<file path="config.mk">
export PLATFORM = sky130hd
export DESIGN_NAME = mccm_seq
export DESIGN_NICKNAME = d
export VERILOG_FILES = /design/src/rtl/core/mccm_pkg.sv /design/src/rtl/core/mccm_seq.sv
export SDC_FILE = /design/constraint.sdc
export NUM_CORES = 1
export LEC_CHECK = 0
export BUFFER_PORTS_ARGS = -buffer_cell sky130_fd_sc_hd__buf_2
export CAP_MARGIN = 30
export CELL_PAD_IN_SITES_DETAIL_PLACEMENT = 1
export CELL_PAD_IN_SITES_GLOBAL_PLACEMENT = 1
export CORE_ASPECT_RATIO = 1.2
export CORE_MARGIN = 3
export CORE_UTILIZATION = 35
export CTS_CLUSTER_SIZE = 12
export DETAILED_ROUTE_END_ITERATION = 12
export PLACE_DENSITY_LB_ADDON = 0.08
export SYNTH_ARGS = -nofsm -noshare
export SYNTH_HDL_FRONTEND = slang
export SYNTH_SLANG_ARGS = --single-unit
</file>
<file path="constraint.sdc">
create_clock -name clk_i -period 5.3 [get_ports clk_i]
set_clock_uncertainty 0.05 [all_clocks]
set_input_delay 1.06 -clock clk_i [delete_from_list [all_inputs] [get_ports clk_i]]
set_output_delay 1.06 -clock clk_i [all_outputs]
set_load 0.005 [all_outputs]
</file>
<file path="src/rtl/core/mccm_pkg.sv">
// shared types, constants and control store for the matrix chain cost unit
package mccm_pkg;

  localparam int unsigned MAX_MATRICES_DEF = 64;
  localparam int unsigned DIM_BITS_DEF     = 12;
  localparam int unsigned COST_W           = 48;
  localparam logic [COST_W-1:0] COST_MAX   = {COST_W{1'b1}};

  typedef enum logic [1:0] {
    ST_OK   = 2'd0,
    ST_FEW  = 2'd1,
    ST_MANY = 2'd2,
    ST_OVF  = 2'd3
  } status_e;

  typedef enum logic [3:0] {
    OP_NOP,
    OP_LOAD,
    OP_SETUP,
    OP_PAIR,
    OP_GET_DI,
    OP_GET_DJ,
    OP_KREAD,
    OP_MUL1,
    OP_MUL2,
    OP_ACC,
    OP_WRITE,
    OP_LEN,
    OP_FINAL,
    OP_EMIT
  } op_e;

  typedef enum logic [3:0] {
    C_NEXT,
    C_ALWAYS,
    C_NO_LAST,
    C_BAD,
    C_ONE,
    C_K_MORE,
    C_I_MORE,
    C_LEN_MORE,
    C_OUT_BUSY
  } cond_e;

  typedef enum logic [3:0] {
    S_IDLE  = 4'd0,
    S_CHECK = 4'd1,
    S_ONE   = 4'd2,
    S_PAIR  = 4'd3,
    S_DI    = 4'd4,
    S_DJ    = 4'd5,
    S_KRD   = 4'd6,
    S_MUL1  = 4'd7,
    S_MUL2  = 4'd8,
    S_ACC   = 4'd9,
    S_WR    = 4'd10,
    S_LEN   = 4'd11,
    S_FINAL = 4'd12,
    S_EMIT  = 4'd13,
    S_DONE  = 4'd14
  } step_e;

  typedef struct packed {
    logic  in_rdy;
    op_e   op;
    cond_e cond;
    step_e target;
  } ctrl_t;

  typedef struct packed {
    logic acc_last;
    logic bad;
    logic one;
    logic k_more;
    logic i_more;
    logic len_more;
    logic out_busy;
  } flags_t;

  function automatic ctrl_t ucode(step_e s);
    ctrl_t w;
    w = '{in_rdy: 1'b0, op: OP_NOP, cond: C_ALWAYS, target: S_IDLE};
    case (s)
      S_IDLE:  w = '{in_rdy: 1'b1, op: OP_LOAD,   cond: C_NO_LAST,  target: S_IDLE};
      S_CHECK: w = '{in_rdy: 1'b0, op: OP_SETUP,  cond: C_BAD,      target: S_EMIT};
      S_ONE:   w = '{in_rdy: 1'b0, op: OP_NOP,    cond: C_ONE,      target: S_FINAL};
      S_PAIR:  w = '{in_rdy: 1'b0, op: OP_PAIR,   cond: C_NEXT,     target: S_IDLE};
      S_DI:    w = '{in_rdy: 1'b0, op: OP_GET_DI, cond: C_NEXT,     target: S_IDLE};
      S_DJ:    w = '{in_rdy: 1'b0, op: OP_GET_DJ, cond: C_NEXT,     target: S_IDLE};
      S_KRD:   w = '{in_rdy: 1'b0, op: OP_KREAD,  cond: C_NEXT,     target: S_IDLE};
      S_MUL1:  w = '{in_rdy: 1'b0, op: OP_MUL1,   cond: C_NEXT,     target: S_IDLE};
      S_MUL2:  w = '{in_rdy: 1'b0, op: OP_MUL2,   cond: C_NEXT,     target: S_IDLE};
      S_ACC:   w = '{in_rdy: 1'b0, op: OP_ACC,    cond: C_K_MORE,   target: S_KRD};
      S_WR:    w = '{in_rdy: 1'b0, op: OP_WRITE,  cond: C_I_MORE,   target: S_PAIR};
      S_LEN:   w = '{in_rdy: 1'b0, op: OP_LEN,    cond: C_LEN_MORE, target: S_PAIR};
      S_FINAL: w = '{in_rdy: 1'b0, op: OP_FINAL,  cond: C_NEXT,     target: S_IDLE};
      S_EMIT:  w = '{in_rdy: 1'b0, op: OP_EMIT,   cond: C_OUT_BUSY, target: S_EMIT};
      S_DONE:  w = '{in_rdy: 1'b0, op: OP_NOP,    cond: C_ALWAYS,   target: S_IDLE};
      default: w = '{in_rdy: 1'b0, op: OP_NOP,    cond: C_ALWAYS,   target: S_IDLE};
    endcase
    return w;
  endfunction

endpackage

</file>
<file path="src/rtl/core/mccm_seq.sv">
// microcode sequencer: step counter, control store lookup and conditional jumps
module mccm_seq (
  input  logic            clk_i,
  input  logic            rst_ni,
  input  mccm_pkg::flags_t flags_i,
  output mccm_pkg::ctrl_t ctrl_o
);

  mccm_pkg::step_e upc_q, upc_d;
  logic            take;

  assign ctrl_o = mccm_pkg::ucode(upc_q);

  always_comb begin
    unique case (ctrl_o.cond)
      mccm_pkg::C_NEXT:     take = 1'b0;
      mccm_pkg::C_ALWAYS:   take = 1'b1;
      mccm_pkg::C_NO_LAST:  take = !flags_i.acc_last;
      mccm_pkg::C_BAD:      take = flags_i.bad;
      mccm_pkg::C_ONE:      take = flags_i.one;
      mccm_pkg::C_K_MORE:   take = flags_i.k_more;
      mccm_pkg::C_I_MORE:   take = flags_i.i_more;
      mccm_pkg::C_LEN_MORE: take = flags_i.len_more;
      mccm_pkg::C_OUT_BUSY: take = flags_i.out_busy;
      default:              take = 1'b1;
    endcase
  end

  always_comb begin
    if (take) begin
      upc_d = ctrl_o.target;
    end else begin
      upc_d = mccm_pkg::step_e'(4'(upc_q) + 4'd1);
    end
  end

  always_ff @(posedge clk_i or negedge rst_ni) begin
    if (!rst_ni) begin
      upc_q <= mccm_pkg::S_IDLE;
    end else begin
      upc_q <= upc_d;
    end
  end

endmodule

</file>
==> results.yml, run 1 <==
worst_setup_path:
  critPathMaxFanout: 15
  critical-path-top-delay-family: "flip-flops"
  crit_path_top_delay_cell: "dfrtp_1"
  cp.depth: 6
  r2r_cells: 7
  crit_chain: "inv_1 -> ha_1 -> nor2_1 -> a211oi_1 -> a31oi_1 -> buf_2"
  worstSetupStartpointType: "flop"
  critPathArrivalTime_ps: 1950
  startpoint: "upc_q[1]"
  max_stage_delay_ps: 630
  rrSetupSlack_ps: 2560
  worstSetupPathType: "reg -> out"
  worstPathRequired_ps: 4190
  timing.rr.start: "upc_q[1]"
  end_kind: "output port"
  critPathBufInv: 2
  crit_path_end: "ctrl_o[8]"
  r2r-end: "upc_q[3]"
finish:
  largest_reg_flops: 4
  nNetsFinal: 108
  seq_area_sq_um: 100
  postLayoutCellArea_sq_um: 764
  top_regs: "upc_q: 4 flops"
  n_antenna_cell: 0
  multiInputGateArea_sq_um: 488
  final_cells: 110
  area_delta_synth_final_pct: 17.5
  fill_cells: 226
  drive_gt1_share_pct: 33.7
  regMostFlops: "upc_q"
timing:
  period_minus_slack_ps: 3060
  fmax_ghz: 0.327
  worst_pin_slew_ps: 704
  tns_ps: 0
  final_max_slew_viol_count: 0
  maxSlewHeadroom_pct: 53.1
  fin_crit_sh_pct: 57.7
  hold_viol: 0
  finalSetupViolations: 0
  rsz0062_at_grt: "false"
global_routing:
  gr-total-overflow: 0
  track_usage_pct: 15.6
  antenna_found_initial: 0
  grt_max_degree: 21
  first_global_vias: 560
  grt_pass1_wl_um: 2650
clock_network:
  root_buffer: "clkbuf_4"
  insertion_delay_ps: 230
  cts_tree: "built"
  numCtsBuffers: 3
  hold_buffers: 0
  ctsResizeCount: 0
  clk_pin_slew_ps: 40
  clk_path_buf_depth: 2
  cts_setup_buffers: 0
  cts.sinks: 4
  htree_levels: 1
detailed_routing:
  via_per_inst: 5.20
  num_vias: 572
  drt_wl_total_um: 1640
  drt-initial-drc-count: 0
  first_pass_iters: 1
  wire_per_inst_um: 14.9
  drc_errors: 0
  ant_nets: 0
hold_path:
  hold_class: "in -> async"
power:
  vdd_drop_max_mv: 0.286
  power.leakage_nw: 0.397
  p_per_area_nw_per_um2: 735
logic_synthesis:
  yosys.area.top_type: "dfrtp_1"
  synth_top_area_share_pct: 15.4
  ys_ff_latch: 4
  synthTopCellsByArea: "dfrtp_1, ha_1, a2111oi_4"
  synth_cells: 74
  ys_seq_area_share_pct: 15.4
  synth_cell_types: 36
  syn_area_sq_um: 651
  avgSynthCellArea_sq_um: 8.79
  syn-num-nets: 88
  yosysWarnings: 0
placed_design:
  dp_hpwl_um: 1270
  gp_congestion: 0.736
  placed_area_sq_um: 742
  port_buffers: 21
  placed_cells: 107
die:
  placementRows: 16
  initial_utilization_pct: 38.2
  fp.dieW_um: 45.4
  core_sq_um: 1700
  die_h_um: 53.2
  ios: 22
  die_area_sq_um: 2410
status:
  status: "finished clean"
flow_run:
  drv_cap: 0
worst min-delay path by stage:
stage	startpoint	end	slack, ps	depth (start not counted)
after floorplan	upc_q[0]	upc_q[0]	670	2
after global placement	upc_q[0]	upc_q[0]	810	2
after detailed placement	upc_q[0]	upc_q[0]	800	2
after CTS	rst_ni	upc_q[1]	570	1
after global routing	rst_ni	upc_q[1]	560	1
final	rst_ni	upc_q[1]	570	1
cells in the final DEF, fill, tap and decap left out, drive strengths merged, types with 2 or more instances in the layout:
cell      n
clkbuf    3
o211ai    2
and2      3
a21o      3
a211oi    2
a22o      2
dfrtp     4
mux2      5
nor2      4
a2111oi   2
nor3b     2
a21oi     5
buf      21
ha        5
nand2b    3
nand2     5
inv       7
where the power goes:
part           switching (mW)  internal [mW]  leakage (nW)  total, mW
Sequential             0.0692         0.0469        0.0493      0.116
Combinational           0.203          0.206         0.334      0.409
Clock                  0.0121         0.0253        0.0138     0.0374
cell usage after synthesis, drive strengths merged:
| cell | number |
|---|---|
| nor2 | 4 |
| nand2 | 5 |
| a22o | 2 |
| nor3 | 1 |
| a22oi | 1 |
| mux2 | 5 |
| nand2b | 3 |
| a2111oi | 2 |
| buf | 4 |
| nand3 | 1 |
| a211oi | 2 |
| a31oi | 1 |
| xor2 | 1 |
| nor2b | 1 |
| or2b | 1 |
| a21boi | 1 |
| o211ai | 2 |
| clkbuf | 2 |
| a21oi | 5 |
| dfrtp | 4 |
| xnor2 | 1 |
| or2 | 1 |
| nor3b | 2 |
| a21o | 3 |
| and2 | 3 |
| o311ai | 1 |
| o21ai | 1 |
| ha | 5 |
| and3 | 1 |
| inv | 7 |
| o22ai | 1 |
area by class of cell:
type                    count  share of cell area [%]
multi-input cells          57                    63.8
repair buffers             21                    13.7
flip-flops and latches      4                    13.1
inverters                   7                    3.44
clock buffers               3                    2.95
well taps                  18                    2.95
stage by stage:
| step | hold slack (ps) | total power, mW | worst slack, ps | util (%) |
|---|---|---|---|---|
| floorplan | 668 | 0.418 | 2840 | - |
| global placement | 806 | 0.526 | 2490 | 43.6 |
| detailed placement | 796 | 0.532 | 2490 | 43.6 |
| CTS | 567 | 0.574 | 2230 | 44.9 |
| global route | 562 | 0.624 | 2060 | 44.9 |
| finish | 572 | 0.562 | 2240 | 44.9 |
cell families after synthesis:
family                     synth area share, %
and+or+nand+nor                           20.0
AOI/OAI and AO/OA                         33.5
buffers and inverters                     9.62
muxes                                     9.23
adders and majority gates                 9.62
DFF                                       15.4
xor gates and xnor gates                  2.69
layer usage:
layer | part of all wire [%] | vias to the layer above | track usage (%)
li1 | - | 298 | -
met1 | 45 | 260 | 19.7
met2 | 51 | 14 | 26.2
met3 | 4.1 | 0 | 1.02
met4 | 0 | 0 | 7.32
met5 | 0 | - | 0
(Power assumes the default switching activity.)
==> inputs of run 2 (changes only) <==
--- a/config.mk
+++ b/config.mk
@@ -5,13 +5,14 @@
 export SDC_FILE = /design/constraint.sdc
 export NUM_CORES = 1
 export LEC_CHECK = 0
+export ABC_AREA = 1
 export BUFFER_PORTS_ARGS = -buffer_cell sky130_fd_sc_hd__buf_2
 export CAP_MARGIN = 30
 export CELL_PAD_IN_SITES_DETAIL_PLACEMENT = 1
 export CELL_PAD_IN_SITES_GLOBAL_PLACEMENT = 1
 export CORE_ASPECT_RATIO = 1.2
 export CORE_MARGIN = 3
-export CORE_UTILIZATION = 35
+export CORE_UTILIZATION = 31
 export CTS_CLUSTER_SIZE = 12
 export DETAILED_ROUTE_END_ITERATION = 12
 export PLACE_DENSITY_LB_ADDON = 0.08
==> constraint.sdc (replaced) <==
create_clock -name clk_i -period 3.15 [get_ports clk_i]
set_clock_uncertainty 0.05 [all_clocks]
set_input_delay 0.63 -clock clk_i [delete_from_list [all_inputs] [get_ports clk_i]]
set_output_delay 0.63 -clock clk_i [all_outputs]
set_load 0.005 [all_outputs]
==> results.yml, run 2 <==
clock_network:
  ctsResizeCount: 0
  cts.sinks: 4
  cts_setup_buffers: 0
  root_buffer: "clkbuf_4"
  clk_pin_slew_ps: 30
  clk_path_buf_depth: 2
  insertion_delay_ps: 230
  numCtsBuffers: 3
  cts_tree: "built"
  htree_levels: 1
  hold_buffers: 0
logic_synthesis:
  syn-num-nets: 97
  synth_most_common_cell: "nand2_1"
  syn_area_sq_um: 563
  synth-edff-count: 0
  yosys.area.top_type: "dfrtp_1"
  async_flop_share_pct: 100
  yosys-top-cells-count: "nand2_1, nand3_1, inv_1"
  ys_seq_area_share_pct: 17.8
  synth_flop_cell: "dfrtp_1"
  yosysWarnings: 0
  synthTopCellsByArea: "dfrtp_1, nand2_1, ha_1"
  synth_cells: 83
  synth_top_area_share_pct: 17.8
  synth_cell_types: 20
  avgSynthCellArea_sq_um: 6.78
  ys_ff_latch: 4
finish:
  top_regs: "upc_q: 4 flops"
  fill_cells: 240
  nNetsFinal: 122
  drive_gt1_share_pct: 41.5
  final_common_cell: "nand2_1"
  n_antenna_cell: 0
  final_cells: 124
  largest_reg_flops: 4
  final_cell_mix: "nand2_1, buf_2, nand3_1, inv_1, ha_1"
  area_delta_synth_final_pct: 24.7
  regMostFlops: "upc_q"
worst_setup_path:
  critPathMaxFanout: 7
  critical-path-top-delay-family: "flip-flops"
  critPathBufInv: 4
  worstPathRequired_ps: 2470
  crit_chain: "inv_1 -> ha_1 -> inv_1 -> nor3_2 -> inv_2 -> nand3_1 -> buf_2"
  crit_path_top_delay_cell: "dfrtp_1"
  rrSetupSlack_ps: 1220
  critPathArrivalTime_ps: 1680
  cp.depth: 7
  timing.rr.start: "upc_q[1]"
  max_stage_delay_ps: 460
  r2r_cells: 12
  path_common_cell: "inv_1"
  worstSetupPathType: "reg -> out"
  r2r-end: "upc_q[1]"
  worstSetupStartpointType: "flop"
  end_kind: "output port"
timing:
  rsz0062_at_grt: "false"
  setup_slack_ps: 790
  worst_pin_slew_ps: 488
  hold_viol: 0
  tns_ps: 0
  maxSlewHeadroom_pct: 67.5
  period_minus_slack_ps: 2360
  fmax_ghz: 0.424
  whs_ps: 143
  finalSetupViolations: 0
  fin_crit_sh_pct: 74.9
  final_max_slew_viol_count: 0
die:
  fp.dieW_um: 44.9
  initial_utilization_pct: 33.5
  ios: 22
  die_h_um: 52.7
  core_sq_um: 1680
  placementRows: 16
  die_area_sq_um: 2370
power:
  power.leakage_nw: 0.420
  vdd_drop_max_mv: 0.476
  p_per_area_nw_per_um2: 1210
  p_total_mw: 0.851
detailed_routing:
  first_pass_iters: 4
  num_vias: 592
  drt-initial-drc-count: 4
  wire_per_inst_um: 12.5
  drc_errors: 0
  via_per_inst: 4.77
  drt_wl_total_um: 1550
  ant_nets: 0
global_routing:
  gr-total-overflow: 0
  track_usage_pct: 15.9
  antenna_found_initial: 0
  grt_pass1_wl_um: 2670
  first_global_vias: 618
  grt_max_degree: 12
placed_design:
  pre_cts_slack_ps: 1000
  dp_hpwl_um: 1350
  port_buffers: 21
  placed_cells: 121
  gp_congestion: 0.772
hold_path:
  hold_class: "in -> async"
status:
  status: "finished clean"
flow_run:
  drv_cap: 0
-- run 2: changes by cell type after synthesis, moves of 3 or more --
| cell | previous run | this run |
|---|---|---|
| a21o_1 | 3 | 0 |
| and2_1 | 3 | 0 |
| inv_2 | 0 | 3 |
| mux2_1 | 4 | 0 |
| nand2_1 | 5 | 23 |
| nand2_2 | 0 | 4 |
| nand2_4 | 0 | 4 |
| nand2b_1 | 3 | 0 |
| nand3_1 | 1 | 11 |
| nor2_2 | 0 | 3 |
-- run 2: worst max path at each step --
stage / startpoint / to / slack (ps)
global route: upc_q[1] / ctrl_o[0] / 560
floorplan: upc_q[1] / ctrl_o[8] / 1290
finish: upc_q[1] / ctrl_o[0] / 790
global placement: upc_q[1] / ctrl_o[0] / 1040
detailed placement: upc_q[1] / ctrl_o[0] / 1000
CTS: upc_q[1] / ctrl_o[0] / 740
-- run 2: power by group --
group | internal (mW) | total, mW | switching [mW]
sequential | 0.0793 | 0.142 | 0.0630
combinational | 0.258 | 0.646 | 0.388
clock | 0.0425 | 0.0623 | 0.0198
total | 0.380 | 0.851 | 0.471
-- run 2: cell families after synthesis --
kind of cell,Yosys count,share of synthesized area (%)
DFF,4,17.8
buffers and inverters,13,10.4
adders and majority gates,5,11.1
xor gates and xnor gates,2,3.11
and+or+nand+nor,52,50.2
AOI/OAI and AO/OA,7,7.33
-- run 2: cell type report --
type / count / area [sq um] / area share [%]
timing repair buffer: 21 / 105 / 15.0
inverter: 12 / 47.5 / 6.77
sequential: 4 / 100 / 14.3
clock buffer: 3 / 22.5 / 3.21
multi-input combinational: 66 / 404 / 57.6
tap: 18 / 22.5 / 3.21
-- run 2: worst reg2reg max path: cells and delay by family, from the launching register on --
family | cells | cell delay (ps)
and+or+nand+nor | 10 | 940
adders and majority gates | 1 | 200
DFF | 1 | 470
buffers and inverters | 1 | 150
-- run 2: per-stage QoR --
stage / instance area (sq um) / utilization, %
detailed placement: 679 / 40.4
floorplan: 563 / -
global route: 702 / 41.7
CTS: 702 / 41.7
global placement: 679 / 40.4
finish: 702 / 41.7
-- run 2: per-layer routing --
metal	track usage, %	wire [um]	vias up
li1	-	-	310
met3	2.06	74	3
met4	8.78	29	0
met1	18.3	649	263
met5	0	0	-
met2	27.5	797	16
